$ cat config.mk
export PLATFORM = sky130hd
export DESIGN_NAME = seven_segment_serial_writer_top
export DESIGN_NICKNAME = d
export VERILOG_FILES = /design/src/hdl/sswr_pkg.sv /design/src/hdl/sswr_front.sv /design/src/hdl/sswr_fifo.sv /design/src/hdl/sswr_back.sv /design/src/hdl/seven_segment_serial_writer_top.sv
export VERILOG_INCLUDE_DIRS = /design/src /design/src/hdl
export SDC_FILE = /design/constraint.sdc
export NUM_CORES = 1
export LEC_CHECK = 0
export ABC_AREA = 1
export BUFFER_PORTS_ARGS = -buffer_cell sky130_fd_sc_hd__buf_4
export CORE_UTILIZATION = 28
export CTS_CLUSTER_DIAMETER = 120
export CTS_CLUSTER_SIZE = 8
export DETAILED_ROUTE_END_ITERATION = 8
export PLACE_DENSITY = 0.48
export SYNTH_ARGS = -nofsm -noshare
export SYNTH_HDL_FRONTEND = slang
export SYNTH_HIERARCHICAL = 1
export SYNTH_SLANG_ARGS = --single-unit
export TNS_END_PERCENT = 30
$ cat constraint.sdc
create_clock -name clk -period 2.2 [get_ports clk]
set_clock_uncertainty 0.05 [all_clocks]
set_input_delay 0.11 -clock clk [delete_from_list [all_inputs] [get_ports clk]]
set_output_delay 0.11 -clock clk [all_outputs]
set_load 0.05 [all_outputs]
$ cat src/hdl/seven_segment_serial_writer_top_assert.svh
// Assertion macros for the seven-segment serial writer; the back part uses them.
// Each macro expects clk and arst_n to be visible at the place of use.
`ifndef SEVEN_SEGMENT_SERIAL_WRITER_TOP_ASSERT_SVH
`define SEVEN_SEGMENT_SERIAL_WRITER_TOP_ASSERT_SVH

// Consequent must hold in the same cycle as the antecedent.
`define SSWR_ASSERT_SAME(lbl, ante, cons, msg) \
	lbl: assert property (@(posedge clk) disable iff (!arst_n) (ante) |-> (cons)) \
		else $error(msg);

// Consequent must hold in the cycle after the antecedent.
`define SSWR_ASSERT_NEXT(lbl, ante, cons, msg) \
	lbl: assert property (@(posedge clk) disable iff (!arst_n) (ante) |=> (cons)) \
		else $error(msg);

`endif

$ cat src/hdl/sswr_pkg.sv
// Types, constants and the segment font for the seven-segment serial writer.
// No dependencies; every other file but the assertion macro header imports this package.
package sswr_pkg;

	localparam int FRAME_W = 16;

	// Operation codes of an input item.
	localparam logic OP_SHOW   = 1'b0;
	localparam logic OP_BRIGHT = 1'b1;

	// Configuration register indexes.
	localparam int CFG_IDX_W = 2;
	localparam logic [CFG_IDX_W-1:0] CFG_MODE_CMD  = 2'd0;
	localparam logic [CFG_IDX_W-1:0] CFG_MODE_FLAG = 2'd1;

	localparam logic [7:0] MODE_CMD_RESET  = 8'h48;
	localparam logic [7:0] MODE_FLAG_RESET = 8'h01;
	localparam logic [7:0] DIGIT_ADDR_BASE = 8'h68;

	// Phase boundaries within one 46-phase frame.
	localparam logic [5:0] PH_BYTE0   = 6'd4;
	localparam logic [5:0] PH_ACK0    = 6'd20;
	localparam logic [5:0] PH_BYTE1   = 6'd23;
	localparam logic [5:0] PH_ACK1    = 6'd39;
	localparam logic [5:0] PH_STOP    = 6'd42;
	localparam logic [5:0] PH_LAST    = 6'd45;

	typedef struct packed {
		logic       operation;
		logic [1:0] digit_index;
		logic [6:0] symbol_code;
		logic [2:0] brightness_level;
	} cmd_t;

	typedef struct packed {
		logic clock_level;
		logic data_level;
		logic data_drive;
		logic sample_ack;
		logic last_phase;
	} phase_t;

	typedef logic [FRAME_W-1:0] frame_t;

	// Segment code of an ASCII symbol; unmapped symbols are blank.
	function automatic logic [7:0] glyph(input logic [6:0] s);
		logic [7:0] g;
		case (s)
			7'h30: g = 8'h3F;
			7'h31: g = 8'h06;
			7'h32: g = 8'h5B;
			7'h33: g = 8'h4F;
			7'h34: g = 8'h66;
			7'h35: g = 8'h6D;
			7'h36: g = 8'h7D;
			7'h37: g = 8'h07;
			7'h38: g = 8'h7F;
			7'h39: g = 8'h6F;
			7'h41: g = 8'h77; // A
			7'h62: g = 8'h7C; // b
			7'h43: g = 8'h39; // C
			7'h63: g = 8'h58; // c
			7'h64: g = 8'h5E; // d
			7'h45: g = 8'h79; // E
			7'h46: g = 8'h71; // F
			7'h67: g = 8'h6F; // g
			7'h47: g = 8'h3D; // G
			7'h48: g = 8'h76; // H
			7'h68: g = 8'h74; // h
			7'h69: g = 8'h05; // i
			7'h49: g = 8'h06; // I
			7'h6A: g = 8'h0D; // j
			7'h4C: g = 8'h38; // L
			7'h6C: g = 8'h30; // l
			7'h6E: g = 8'h54; // n
			7'h4E: g = 8'h37; // N
			7'h4F: g = 8'h3F; // O
			7'h6F: g = 8'h5C; // o
			7'h50: g = 8'h73; // P
			7'h71: g = 8'h67; // q
			7'h72: g = 8'h50; // r
			7'h53: g = 8'h6D; // S
			7'h74: g = 8'h78; // t
			7'h55: g = 8'h3E; // U
			7'h75: g = 8'h1C; // u
			7'h79: g = 8'h6E; // y
			7'h3D: g = 8'h48; // =
			7'h5F: g = 8'h08; // _
			7'h2D: g = 8'h40; // -
			7'h2A: g = 8'h63; // *
			default: g = 8'h00;
		endcase
		return g;
	endfunction

endpackage

$ cat src/hdl/sswr_front.sv
// Front part: takes command items, holds the mode registers and builds the frame bytes.
// Depends on sswr_pkg.
module sswr_front import sswr_pkg::*; #(
	parameter int DIGIT_COUNT = 4
) (
	input  logic                 clk,
	input  logic                 arst_n,
	input  logic                 push,
	input  cmd_t                 cmd,
	input  logic                 q_full,
	output logic                 full,
	output logic                 q_wr,
	output frame_t               q_wdata,
	input  logic                 cfg_valid,
	input  logic [CFG_IDX_W-1:0] cfg_index,
	input  logic [7:0]           cfg_data
);

	logic [7:0] mode_cmd_q;
	logic [7:0] mode_flag_q;
	logic       accept;
	logic       digit_ok;
	logic [7:0] addr;

	always_ff @(posedge clk or negedge arst_n) begin
		if (!arst_n) begin
			mode_cmd_q  <= MODE_CMD_RESET;
			mode_flag_q <= MODE_FLAG_RESET;
		end else if (cfg_valid) begin
			case (cfg_index)
				CFG_MODE_CMD:  mode_cmd_q  <= cfg_data;
				CFG_MODE_FLAG: mode_flag_q <= cfg_data;
				default: ;
			endcase
		end
	end

	assign full     = q_full;
	assign accept   = push && !q_full;
	assign digit_ok = {1'b0, cmd.digit_index} < 3'(DIGIT_COUNT);
	assign addr     = DIGIT_ADDR_BASE + {5'd0, cmd.digit_index, 1'b0};

	// A show item aimed past the last digit is taken and dropped.
	assign q_wr = accept && (cmd.operation == OP_BRIGHT || digit_ok);

	always_comb begin
		if (cmd.operation == OP_BRIGHT) begin
			q_wdata = {mode_cmd_q, mode_flag_q | {5'd0, cmd.brightness_level}};
		end else begin
			q_wdata = {addr, glyph(cmd.symbol_code)};
		end
	end

endmodule

$ cat src/hdl/sswr_fifo.sv
// Two-entry frame queue between the front and back parts.
// Depends on sswr_pkg.
module sswr_fifo import sswr_pkg::*; (
	input  logic   clk,
	input  logic   arst_n,
	input  logic   wr,
	input  frame_t wdata,
	input  logic   rd,
	output frame_t rdata,
	output logic   full,
	output logic   empty
);

	frame_t     mem_q [2];
	logic       wr_ptr_q;
	logic       rd_ptr_q;
	logic [1:0] count_q;

	always_ff @(posedge clk) begin
		if (wr) begin
			mem_q[wr_ptr_q] <= wdata;
		end
	end

	always_ff @(posedge clk or negedge arst_n) begin
		if (!arst_n) begin
			wr_ptr_q <= 1'b0;
			rd_ptr_q <= 1'b0;
			count_q  <= 2'd0;
		end else begin
			if (wr) begin
				wr_ptr_q <= ~wr_ptr_q;
			end
			if (rd) begin
				rd_ptr_q <= ~rd_ptr_q;
			end
			if (wr && !rd) begin
				count_q <= count_q + 2'd1;
			end else if (rd && !wr) begin
				count_q <= count_q - 2'd1;
			end
		end
	end

	assign rdata = mem_q[rd_ptr_q];
	assign full  = count_q == 2'd2;
	assign empty = count_q == 2'd0;

endmodule

$ cat src/hdl/sswr_back.sv
// Back part: walks one frame through its 46 wire phases into the result register.
// Depends on sswr_pkg and the assertion macro header.
module sswr_back import sswr_pkg::*; (
	input  logic   clk,
	input  logic   arst_n,
	input  logic   q_empty,
	input  frame_t q_rdata,
	output logic   q_rd,
	output logic   empty,
	input  logic   pop,
	output phase_t result
);

	logic       busy_q;
	logic [5:0] phase_q;
	frame_t     shift_q;
	phase_t     out_q;
	logic       out_valid_q;
	phase_t     cur;
	logic       advance;
	logic       is_last;
	logic       load;

	always_comb begin
		cur = '0;
		if (phase_q < PH_BYTE0) begin
			cur.clock_level = phase_q != 6'd3;
			cur.data_level  = phase_q < 6'd2;
			cur.data_drive  = 1'b1;
		end else if (phase_q < PH_ACK0) begin
			cur.clock_level = phase_q[0];
			cur.data_level  = shift_q[FRAME_W-1];
			cur.data_drive  = 1'b1;
		end else if (phase_q < PH_BYTE1) begin
			cur.clock_level = phase_q != PH_ACK0;
			cur.sample_ack  = phase_q == PH_ACK0 + 6'd1;
		end else if (phase_q < PH_ACK1) begin
			cur.clock_level = ~phase_q[0];
			cur.data_level  = shift_q[FRAME_W-1];
			cur.data_drive  = 1'b1;
		end else if (phase_q < PH_STOP) begin
			cur.clock_level = phase_q != PH_ACK1;
			cur.sample_ack  = phase_q == PH_ACK1 + 6'd1;
		end else begin
			cur.clock_level = phase_q >= PH_STOP + 6'd2;
			cur.data_level  = phase_q == PH_LAST;
			cur.data_drive  = 1'b1;
			cur.last_phase  = phase_q == PH_LAST;
		end
	end

	assign advance = busy_q && (!out_valid_q || pop);
	assign is_last = phase_q == PH_LAST;
	// The next frame is taken on the last phase of the current one, so frames run back to back.
	assign load    = !q_empty && (!busy_q || (advance && is_last));
	assign q_rd    = load;

	always_ff @(posedge clk or negedge arst_n) begin
		if (!arst_n) begin
			busy_q      <= 1'b0;
			phase_q     <= 6'd0;
			out_valid_q <= 1'b0;
		end else begin
			if (load) begin
				busy_q  <= 1'b1;
				phase_q <= 6'd0;
			end else if (advance) begin
				busy_q  <= !is_last;
				phase_q <= is_last ? 6'd0 : phase_q + 6'd1;
			end
			if (advance) begin
				out_valid_q <= 1'b1;
			end else if (pop) begin
				out_valid_q <= 1'b0;
			end
		end
	end

	// Payload registers: the shift moves on after each clock-high data phase.
	always_ff @(posedge clk) begin
		if (load) begin
			shift_q <= q_rdata;
		end else if (advance && cur.data_drive && cur.clock_level &&
				phase_q >= PH_BYTE0 && phase_q < PH_STOP) begin
			shift_q <= shift_q << 1;
		end
		if (advance) begin
			out_q <= cur;
		end
	end

	assign empty  = !out_valid_q;
	assign result = out_q;

`include "seven_segment_serial_writer_top_assert.svh"

	`SSWR_ASSERT_SAME(a_phase_range, busy_q, phase_q <= PH_LAST, "phase index past frame end")
	`SSWR_ASSERT_SAME(a_idle_phase, !busy_q, phase_q == 6'd0, "phase index not cleared when idle")
	`SSWR_ASSERT_SAME(a_ack_released, out_valid_q && out_q.sample_ack,
		!out_q.data_drive && out_q.clock_level, "acknowledge sampled with data driven")
	`SSWR_ASSERT_SAME(a_stop_level, out_valid_q && out_q.last_phase,
		out_q.clock_level && out_q.data_level && out_q.data_drive, "bad stop level")
	`SSWR_ASSERT_NEXT(a_frame_done, advance && is_last && !load, !busy_q, "frame did not end")

endmodule

$ cat src/hdl/seven_segment_serial_writer_top.sv
// An item's frame goes to the frame queue, then to the back part's shift register, and the
// phase sequencer walks its 46 phases into the result register, one phase per cycle while
// the reader pops; a two-frame queue lets the front take items meanwhile.
// A show item for a digit past DIGIT_COUNT is taken and gives no results.
// Reset (arst_n low, asynchronous) empties queue and result, restores mode registers.
module seven_segment_serial_writer_top import sswr_pkg::*; #(
	parameter int DIGIT_COUNT = 4
) (
	input  logic                 clk,
	input  logic                 arst_n,
	input  logic                 push,
	output logic                 full,
	input  cmd_t                 cmd,
	output logic                 empty,
	input  logic                 pop,
	output phase_t               result,
	input  logic                 cfg_valid,
	output logic                 cfg_ready,
	input  logic [CFG_IDX_W-1:0] cfg_index,
	input  logic [7:0]           cfg_data
);

	logic   q_wr;
	logic   q_rd;
	logic   q_full;
	logic   q_empty;
	frame_t q_wdata;
	frame_t q_rdata;

	assign cfg_ready = 1'b1;

	sswr_front #(
		.DIGIT_COUNT(DIGIT_COUNT)
	) u_front (
		.clk       (clk),
		.arst_n    (arst_n),
		.push      (push),
		.cmd       (cmd),
		.q_full    (q_full),
		.full      (full),
		.q_wr      (q_wr),
		.q_wdata   (q_wdata),
		.cfg_valid (cfg_valid),
		.cfg_index (cfg_index),
		.cfg_data  (cfg_data)
	);

	sswr_fifo u_fifo (
		.clk    (clk),
		.arst_n (arst_n),
		.wr     (q_wr),
		.wdata  (q_wdata),
		.rd     (q_rd),
		.rdata  (q_rdata),
		.full   (q_full),
		.empty  (q_empty)
	);

	sswr_back u_back (
		.clk     (clk),
		.arst_n  (arst_n),
		.q_empty (q_empty),
		.q_rdata (q_rdata),
		.q_rd    (q_rd),
		.empty   (empty),
		.pop     (pop),
		.result  (result)
	);

endmodule

==> results of run 1 <==
layout make-up:
cell class | count | area (sq um) | area share
timing repair buffer | 46 | 370 | 0.0673
sequential | 81 | 2300 | 0.418
clock buffer | 10 | 229 | 0.0416
clock inverter | 6 | 60.1 | 0.0109
tap | 220 | 275 | 0.0500
multi-input combinational | 384 | 2030 | 0.370
inverter | 60 | 234 | 0.0425
metal layers:
metal / global-route usage / routed length (um) / up-vias
met2: 0.190 / 4680 / 118
met1: 0.163 / 4840 / 1674
met5: 0 / 0 / -
li1: - / - / 1851
met3: 0.0288 / 470 / 22
met4: 0.0556 / 252 / 0
per-stage QoR:
stage	total power, mW	util	instance area (sq um)	setup WS, ns	cells
floorplan	3.57	-	4730	0.0326	546
global placement	4.00	0.312	5160	0.231	786
CTS	5.50	0.333	5500	0.167	807
global route	5.78	0.333	5500	0.00861	807
finish	5.44	0.333	5500	0.183	807
detailed placement	4.01	0.312	5160	0.186	786
Yosys cell counts, types with 3 or more instances:
master | n | share of area
edfxtp_1 | 53 | 0.34
o21ai_1 | 7 | 0.0074
buf_6 | 4 | 0.0095
nand4_1 | 6 | 0.0079
xor2_1 | 6 | 0.011
ha_1 | 17 | 0.045
nor3_1 | 5 | 0.0053
nand2_2 | 6 | 0.0079
nor2_1 | 32 | 0.025
or2_2 | 4 | 0.0053
clkbuf_1 | 4 | 0.0032
inv_2 | 3 | 0.0024
nand3_1 | 35 | 0.037
dfrtp_1 | 25 | 0.13
dfstp_2 | 3 | 0.017
a21oi_1 | 20 | 0.021
inv_1 | 55 | 0.044
o21ai_0 | 27 | 0.029
nand2_1 | 182 | 0.14
mux2_4 | 9 | 0.029
buf_2 | 6 | 0.0063
nor2_4 | 4 | 0.0095
buf_4 | 5 | 0.0079
mux2_2 | 7 | 0.017
sequential cells by signal, indices dropped and copies added (netlist names):
register / count
u_fifo/rd_ptr_q: 1
u_front/mode_cmd_q: 8
u_back/busy_q: 1
u_back/phase_q: 6
u_fifo/wr_ptr_q: 1
u_fifo/count_q: 2
u_back/shift_q: 16
u_back/result: 5
u_fifo/mem_q: 32
u_front/mode_flag_q: 8
u_back/out_valid_q: 1
worst paths after layout:
path,depth (start not counted),endpoint,startpoint
max,9,u_back/shift_q[8],u_back/phase_q[2]
min,3,u_front/mode_cmd_q[1],cfg_data[1]
max reg2reg,9,u_back/shift_q[8],u_back/phase_q[2]
min reg2reg,2,u_front/mode_cmd_q[2],u_front/mode_cmd_q[2]
max in group asynchronous,2,u_front/mode_flag_q[0],arst_n
min in group asynchronous,2,u_fifo/wr_ptr_q,arst_n
worst max-delay path, stage by stage, from the launching register on:
cell	delay [ns]
dfrtp_1	0.58
inv_1	0.13
nor2_1	0.18
nand2_1	0.10
o21ai_0	0.16
nand3_1	0.12
nand2_1	0.07
nand3_1	0.06
nand2_1	0.11
buf_12	0.16
logic make-up (layout without fill, tap and decap cells):
| family | count (synthesis) | after routing | synth area share |
|---|---|---|---|
| AND/OR/NAND/NOR | 278 | 278 | 0.252 |
| flip-flops | 81 | 81 | 0.485 |
| buffers and inverters | 81 | 122 | 0.0849 |
| AO/OA/AOI/OAI | 65 | 65 | 0.0743 |
| adder cells (fa/ha/maj) | 17 | 17 | 0.0449 |
| multiplexers | 16 | 16 | 0.0452 |
| XOR/XNOR | 7 | 7 | 0.0130 |
| other | 1 | 1 | 0.000792 |
what timing repair did:
item | in CTS | in global routing
endpoints found under the hold margin | 33 | 0
setup endpoints to repair | 0 | 1
gates resized for setup | 0 | 1
hold buffers | 5 | 0
setup buffers | 0 | 0
report_power, final:
group          leakage (nW)  internal, mW  total, mW  switching (mW)
Clock                 0.138         0.873       1.46           0.589
Combinational          1.59         0.614       1.58           0.970
Sequential            0.835          2.19       2.40           0.212
==> flow_summary.ini, run 1 <==
[global_routing]
grt_antenna_before_repair = 0
grt_usage = 0.123
grt_pass1_vias = 3468
grt_pass1_wl_um = 17100
grt_max_degree = 29
grt_overflow = 0

[timing]
maxSlewViolCount = 0
finalSetupTns_ns = 0
setup_violations = 0
worst_pin_slew_ns = 0.525
finalCritPeriodShare = 0.917
clock.fmax_mhz = 496
rsz0062_at_grt = false
hold_violations = 0
whs_ns = 0.0158
max_slew_margin = 0.649
min_period_ns = 2.02

[synthesis]
synth_edf_count = 53
yosysWarnings = 6
syn_inst = 546
synth.distinct_cells = 41
ys_seq_elements = 81
ys_seq_area_frac = 0.485
synth_area_sq_um = 4730
avgSynthCellArea_sq_um = 8.67
ys.flop_type = edfxtp_1
syn-num-nets = 591
async_flop_share = 0.346

[clock_tree]
cts_buffers = 9
cts_tree = done
clk_path_buf_depth = 2
path_clk_slew_ns = 0.06
htreeDepth = 3
cts_root_buf = clkbuf_16
clk_latency_ns = 0.33
cts.sinks = 81

[setup_path]
crit_type = reg2reg
cp.arrival_ns = 2.01
crit_fanout = 16
critical_path_required_ns = 2.19
end_kind = flop
crit_path_start_kind = flop
r2r_setup_slack_ns = 0.18

[floorplanning]
fp.coreArea_sq_um = 16500
top_level_ports = 36
die_w_um = 132
num_rows = 47
initial_core_util = 0.286
die-area_sq_um = 17400
die-height_um = 132

[power]
ir_worst_vdd_uv = 404
power_density_nw_per_um2 = 990
leakagePower_nw = 2.57

[drt]
vias = 3665
via_per_inst = 4.54
routed_wl_um = 10200
ant_nets = 0
drt-pass1-iter-count = 5
drc = 0
wl_per_cell_um = 12.7
first_iter_violations = 192

[placement]
post-dp-hpwl_um = 7440
port_buffers = 34
gp_congestion = 0.927

[final_layout]
drive_above_1_share = 0.170
mostFrequentLayoutCell = nand2_1
num_antenna_cells = 0
num-fill-cells = 1696
syn_to_final_growth_pct = 16.2
layout_common_cells = 182 x nand2_1, 55 x inv_1, 53 x edfxtp_1, 40 x buf_4, 35 x nand3_1
fin_nets = 627

[run]
drv_cap = 0

[min_path]
hold_class = in2reg

[outcome]
status = completed
No activity file was read; power rests on OpenSTA's default activity.
==> run 2: changes to the inputs <==
--- a/config.mk
+++ b/config.mk
@@ -15,6 +15,5 @@
 export PLACE_DENSITY = 0.48
 export SYNTH_ARGS = -nofsm -noshare
 export SYNTH_HDL_FRONTEND = slang
-export SYNTH_HIERARCHICAL = 1
 export SYNTH_SLANG_ARGS = --single-unit
 export TNS_END_PERCENT = 30
==> flow_summary.ini, run 2 <==
[drt]
first_iter_violations = 150
wl_per_cell_um = 13.0
drc = 0
routed_wl_um = 9630
ant_nets = 0
vias = 3388
drt-pass1-iter-count = 5
via_per_inst = 4.57

[synthesis]
avgSynthCellArea_sq_um = 9.17
synth.top_cells.by_area = edfxtp_1 36%, dfrtp_1 14%, nand2_1 9.8%
async_flop_share = 0.346
syn_inst = 481
netlist_top_cells_count = 115 x nand2_1, 53 x edfxtp_1, 44 x inv_1, 39 x nor2_1, 30 x o21ai_0
ys_seq_elements = 81
synth.distinct_cells = 36
syn-num-nets = 522
synth_area_leader_cell = edfxtp_1
synth_area_sq_um = 4410
ys.flop_type = edfxtp_1
ys_seq_area_frac = 0.521
synth_edf_count = 53
yosysMostFrequentCell = nand2_1
yosysTopAreaCellShare = 0.361
yosysWarnings = 0

[setup_path]
r2r-start = u_back.phase_q[1]
crit_fanout = 5
critical-path-max-stage-delay_ns = 0.42
critical_path_required_ns = 2.37
crit_path_start_kind = flop
path_buf_inv = 1
cp_top_family = adder cells
slowest_stage = dfrtp_1
end_kind = flop
cp.arrival_ns = 2.21
crit_type = reg2reg
startpoint = u_back.phase_q[1]
crit_chain = inv_1, ha_1, nand3_4, o21ai_4, o21ai_4, ha_1, a21oi_1, o21ai_0, xor2_1

[power]
ir_worst_vdd_uv = 425
total_power_mw = 5.68
leakagePower_nw = 2.41
power_density_nw_per_um2 = 1070

[final_layout]
top_regs = u_fifo.mem_q x32, u_back.shift_q x16
syn_to_final_growth_pct = 19.7
fin_nets = 566
fin_cells = 741
fin_area_sq_um = 5280
drive_above_1_share = 0.196
layout_common_cells = 115 x nand2_1, 53 x edfxtp_1, 44 x inv_1, 41 x buf_4, 39 x nor2_1
num_antenna_cells = 0
largest_register = u_fifo.mem_q
mostFrequentLayoutCell = nand2_1
largest_register_ffs = 32

[global_routing]
grt_max_degree = 37
grt_pass1_wl_um = 16500
grt_overflow = 0
grt_usage = 0.130
grt_antenna_before_repair = 0
grt_pass1_vias = 3436

[timing]
min_period_ns = 2.04
finalCritPeriodShare = 0.926
rsz0062_at_grt = false
clock.fmax_mhz = 491
finalSetupTns_ns = 0
hold_violations = 0
setup_violations = 0
maxSlewViolCount = 0

[run]
drv_cap = 0

[placement]
post-dp-hpwl_um = 7030
port_buffers = 34
placed_cell_area_sq_um = 4930
gp_congestion = 0.899
dp.cells = 719

[outcome]
status = completed

[floorplanning]
die_w_um = 128
num_rows = 45
die-area_sq_um = 16300
top_level_ports = 36
initial_core_util = 0.288
die-height_um = 128
fp.coreArea_sq_um = 15300

[clock_tree]
cts_root_buf = clkbuf_16
path_clk_slew_ns = 0.07
htreeDepth = 3
cts_buffers = 9
clk_path_buf_depth = 2
cts.repair.resized = 0
cts_setup_buffers = 0
clk_latency_ns = 0.34
cts.sinks = 81
cts_tree = done

[min_path]
hold_start = cfg_data[4]
hold_class = in2reg
## run 2: changes by cell type in the layout (fill, tap and decap cells not counted), sizes merged, moves of 4 or more
cell | previous run | this run
nand3 | 35 | 28
mux2i | 0 | 15
ha | 17 | 13
clkinv | 4 | 0
o21ai | 36 | 48
a21oi | 21 | 30
nand2 | 188 | 127
mux2 | 16 | 0
inv | 59 | 53
## run 2: stage by stage
step | util | worst slack, ns | hold slack, ns
finish | 0.345 | 0.164 | 0.0113
global route | 0.345 | 0.0306 | 0.0191
CTS | 0.345 | 0.177 | 0.00685
detailed placement | 0.322 | 0.205 | 0.0162
global placement | 0.322 | 0.208 | 0.0105
floorplan | - | 0.132 | -0.236
## run 2: cell type report
cell class / instances / area (sq um)
tap: 211 / 264
clock inverter: 7 / 68.8
sequential: 81 / 2300
inverter: 48 / 180
fill: 1630 / 10000
timing repair buffer: 49 / 408
multi-input combinational: 336 / 1840
clock buffer: 9 / 225
## run 2: repair_timing
item	in CTS	in global routing
endpoints found under the setup margin	0	0
hold buffers	6	0
endpoints found under the hold margin	35	0
## run 2: path summary, 6_finish.rpt
path,slack [ns],end,cells past startpoint
max,0.16,u_fifo.count_q[1],9
min,0.01,u_front.mode_cmd_q[4],3
max reg2reg,0.16,u_fifo.count_q[1],9
min reg2reg,0.44,u_front.mode_flag_q[7],2
max in group asynchronous,1.58,u_front.mode_flag_q[0],2
min in group asynchronous,0.18,u_back.phase_q[2],2
## run 2: where the power goes
part / switching [mW] / internal (mW)
registers: 0.237 / 2.25
clock network: 0.677 / 0.800
logic: 1.08 / 0.636
## run 2: cells by family (layout without fill, tap and decap cells)
group / after synthesis / count (layout) / synth area share
adder cells (fa/ha/maj): 13 / 13 / 0.0369
AO/OA/AOI/OAI: 86 / 86 / 0.120
AND/OR/NAND/NOR: 215 / 215 / 0.213
other: 1 / 1 / 0.000850
flip-flops: 81 / 81 / 0.521
multiplexers: 15 / 15 / 0.0340
XOR/XNOR: 6 / 6 / 0.0119
buffers and inverters: 64 / 113 / 0.0627
## run 2: worst register-to-register path: stages, from the launching register on
cell and delay (ns):
dfrtp_1 0.42, inv_1 0.14, ha_1 0.23, nand3_4 0.12
o21ai_4 0.18, o21ai_4 0.09, ha_1 0.30, a21oi_1 0.11
o21ai_0 0.11, xor2_1 0.15
## run 2: metal layers
| layer | share of wire | track usage | vias up |
|---|---|---|---|
| met5 | 0 | 0 | - |
| met4 | 0.028 | 0.0721 | 0 |
| met3 | 0.051 | 0.0331 | 23 |
| met2 | 0.45 | 0.206 | 111 |
| met1 | 0.47 | 0.162 | 1556 |
| li1 | - | - | 1698 |
==> run 3: changes to the inputs <==
--- a/config.mk
+++ b/config.mk
@@ -12,7 +12,7 @@
 export CTS_CLUSTER_DIAMETER = 120
 export CTS_CLUSTER_SIZE = 8
 export DETAILED_ROUTE_END_ITERATION = 8
-export PLACE_DENSITY = 0.48
+export PLACE_DENSITY = 0.5
 export SYNTH_ARGS = -nofsm -noshare
 export SYNTH_HDL_FRONTEND = slang
 export SYNTH_SLANG_ARGS = --single-unit
==> constraint.sdc (replaced) <==
create_clock -name clk -period 1.79 [get_ports clk]
set_clock_uncertainty 0.05 [all_clocks]
set_input_delay 0.0895 -clock clk [delete_from_list [all_inputs] [get_ports clk]]
set_output_delay 0.0895 -clock clk [all_outputs]
set_load 0.05 [all_outputs]
==> flow_summary.ini, run 3 (synthesized netlist as in run 2, its figures left out) <==
[final_layout]
largest_register_ffs = 32
mostFrequentLayoutCell = nand2_1
top_regs = u_fifo.mem_q x32, u_back.shift_q x16
drive_above_1_share = 0.335
fin_area_sq_um = 5950
largest_register = u_fifo.mem_q
final_util = 0.388
layout_common_cells = 104 x nand2_1, 98 x buf_4, 53 x edfxtp_1, 39 x inv_1, 35 x nor2_1
num_antenna_cells = 0
fin_nets = 633
syn_to_final_growth_pct = 34.9
num-fill-cells = 1554
regArea_sq_um = 2300
multiInputGateArea_sq_um = 1960
fin_cells = 808

[setup_path]
crit_path_start_kind = flop
r2r-end = u_back.shift_q[9]
r2r-start = u_back.phase_q[3]
cp.arrival_ns = 1.85
r2r_cells = 10
critical_path_required_ns = 1.80
crit_fanout = 8
crit_type = reg2reg
end_kind = flop
r2r_setup_slack_ns = -0.05

[power]
leakagePower_nw = 2.73
power_density_nw_per_um2 = 1350
ir_worst_vdd_uv = 530
total_power_mw = 8.03

[clock_tree]
cts.sinks = 81
cts_root_buf = clkbuf_16
htreeDepth = 3
cts_buffers = 9
clk_path_buf_depth = 2
path_clk_slew_ns = 0.06
cts_tree = done
clk_latency_ns = 0.34

[drt]
first_iter_violations = 215
wl_per_cell_um = 13.2
via_per_inst = 4.52
ant_nets = 0
drc = 0
routed_wl_um = 10700
drt-pass1-iter-count = 4
vias = 3650

[min_path]
hold_start = cmd[11]
hold_class = in2reg
whs_endpoint = u_fifo.mem_q[1][10]
hold_depth = 3

[floorplanning]
fp.coreArea_sq_um = 15300
initial_core_util = 0.288
die_w_um = 128
top_level_ports = 36
die-height_um = 128
num_rows = 45
die-area_sq_um = 16300

[placement]
post-dp-hpwl_um = 7590
dp.cells = 763
dp_slack_ns = -0.0973
port_buffers = 34
gp_congestion = 0.871
placed_cell_area_sq_um = 5290

[timing]
finalSetupTns_ns = -0.861
hold_violations = 0
min_period_ns = 1.84
rsz0062_at_grt = true
clock.fmax_mhz = 542
finalCritPeriodShare = 1.03
setup_violations = 17
whs_ns = 0.0273
maxSlewViolCount = 0
max_slew_margin = 0.644
worst_pin_slew_ns = 0.532
worst_slack_ns = -0.0545

[run]
drv_cap = 0

[global_routing]
grt_max_degree = 29
grt_pass1_vias = 3770
grt_overflow = 0
grt_antenna_before_repair = 0
grt_pass1_wl_um = 18500
grt_usage = 0.146

[outcome]
violations = negative setup slack
status = finished, violations left
run 3: changes by cell type in the layout (fill, tap and decap cells not counted), moves of 5 or more:
cell	previous run	this run
dlygate4sd3_1	6	11
inv_2	4	9
nand2_2	12	21
nand2_1	115	104
inv_1	44	39
buf_4	41	98
run 3: critical path, cell delays in order (launching register included):
cell and delay (ns):
dfrtp_1 0.42, inv_2 0.10, buf_6 0.13, nor2_4 0.11, nand3_2 0.12, nand3_2 0.09, nand2_1 0.09, a21oi_2 0.15
nand2_2 0.08, nand2_4 0.09, buf_12 0.13
run 3: where the power goes:
group / internal (mW) / total (mW) / switching [mW]
logic: 1.52 / 3.24 / 1.72
registers: 2.77 / 3.04 / 0.268
clock network: 0.962 / 1.76 / 0.793
run 3: worst max path at each step:
stage	from	endpoint	depth (start not counted)
after floorplan	u_back.phase_q[1]	u_fifo.count_q[1]	10
after global placement	cmd[3]	u_fifo.mem_q[1][3]	10
after detailed placement	u_back.phase_q[3]	u_back.shift_q[8]	9
after CTS	u_back.phase_q[5]	u_fifo.count_q[1]	9
after global routing	u_back.phase_q[3]	u_back.shift_q[10]	13
final	u_back.phase_q[3]	u_back.shift_q[9]	10
run 3: area by class of cell:
class	count	share of cell area
clock buffer	9	0.0379
multi-input combinational	336	0.330
tap	211	0.0444
sequential	81	0.387
clock inverter	7	0.0101
timing repair buffer	116	0.161
inverter	48	0.0303
run 3: routing by layer:
layer / vias to the layer above / share of wire / global-route usage
met5: - / 0 / 0
met4: 0 / 0.031 / 0.0707
met3: 24 / 0.038 / 0.0343
met2: 98 / 0.48 / 0.245
met1: 1689 / 0.45 / 0.177
li1: 1839 / - / -
run 3: timing repair:
item,CTS,global route
hold buffers,11,0
endpoints found under the hold margin,45,0
setup buffers,15,2
pin swaps,7,5
gates resized for setup,34,5
setup endpoints to repair,21,38
gates cloned,1,0
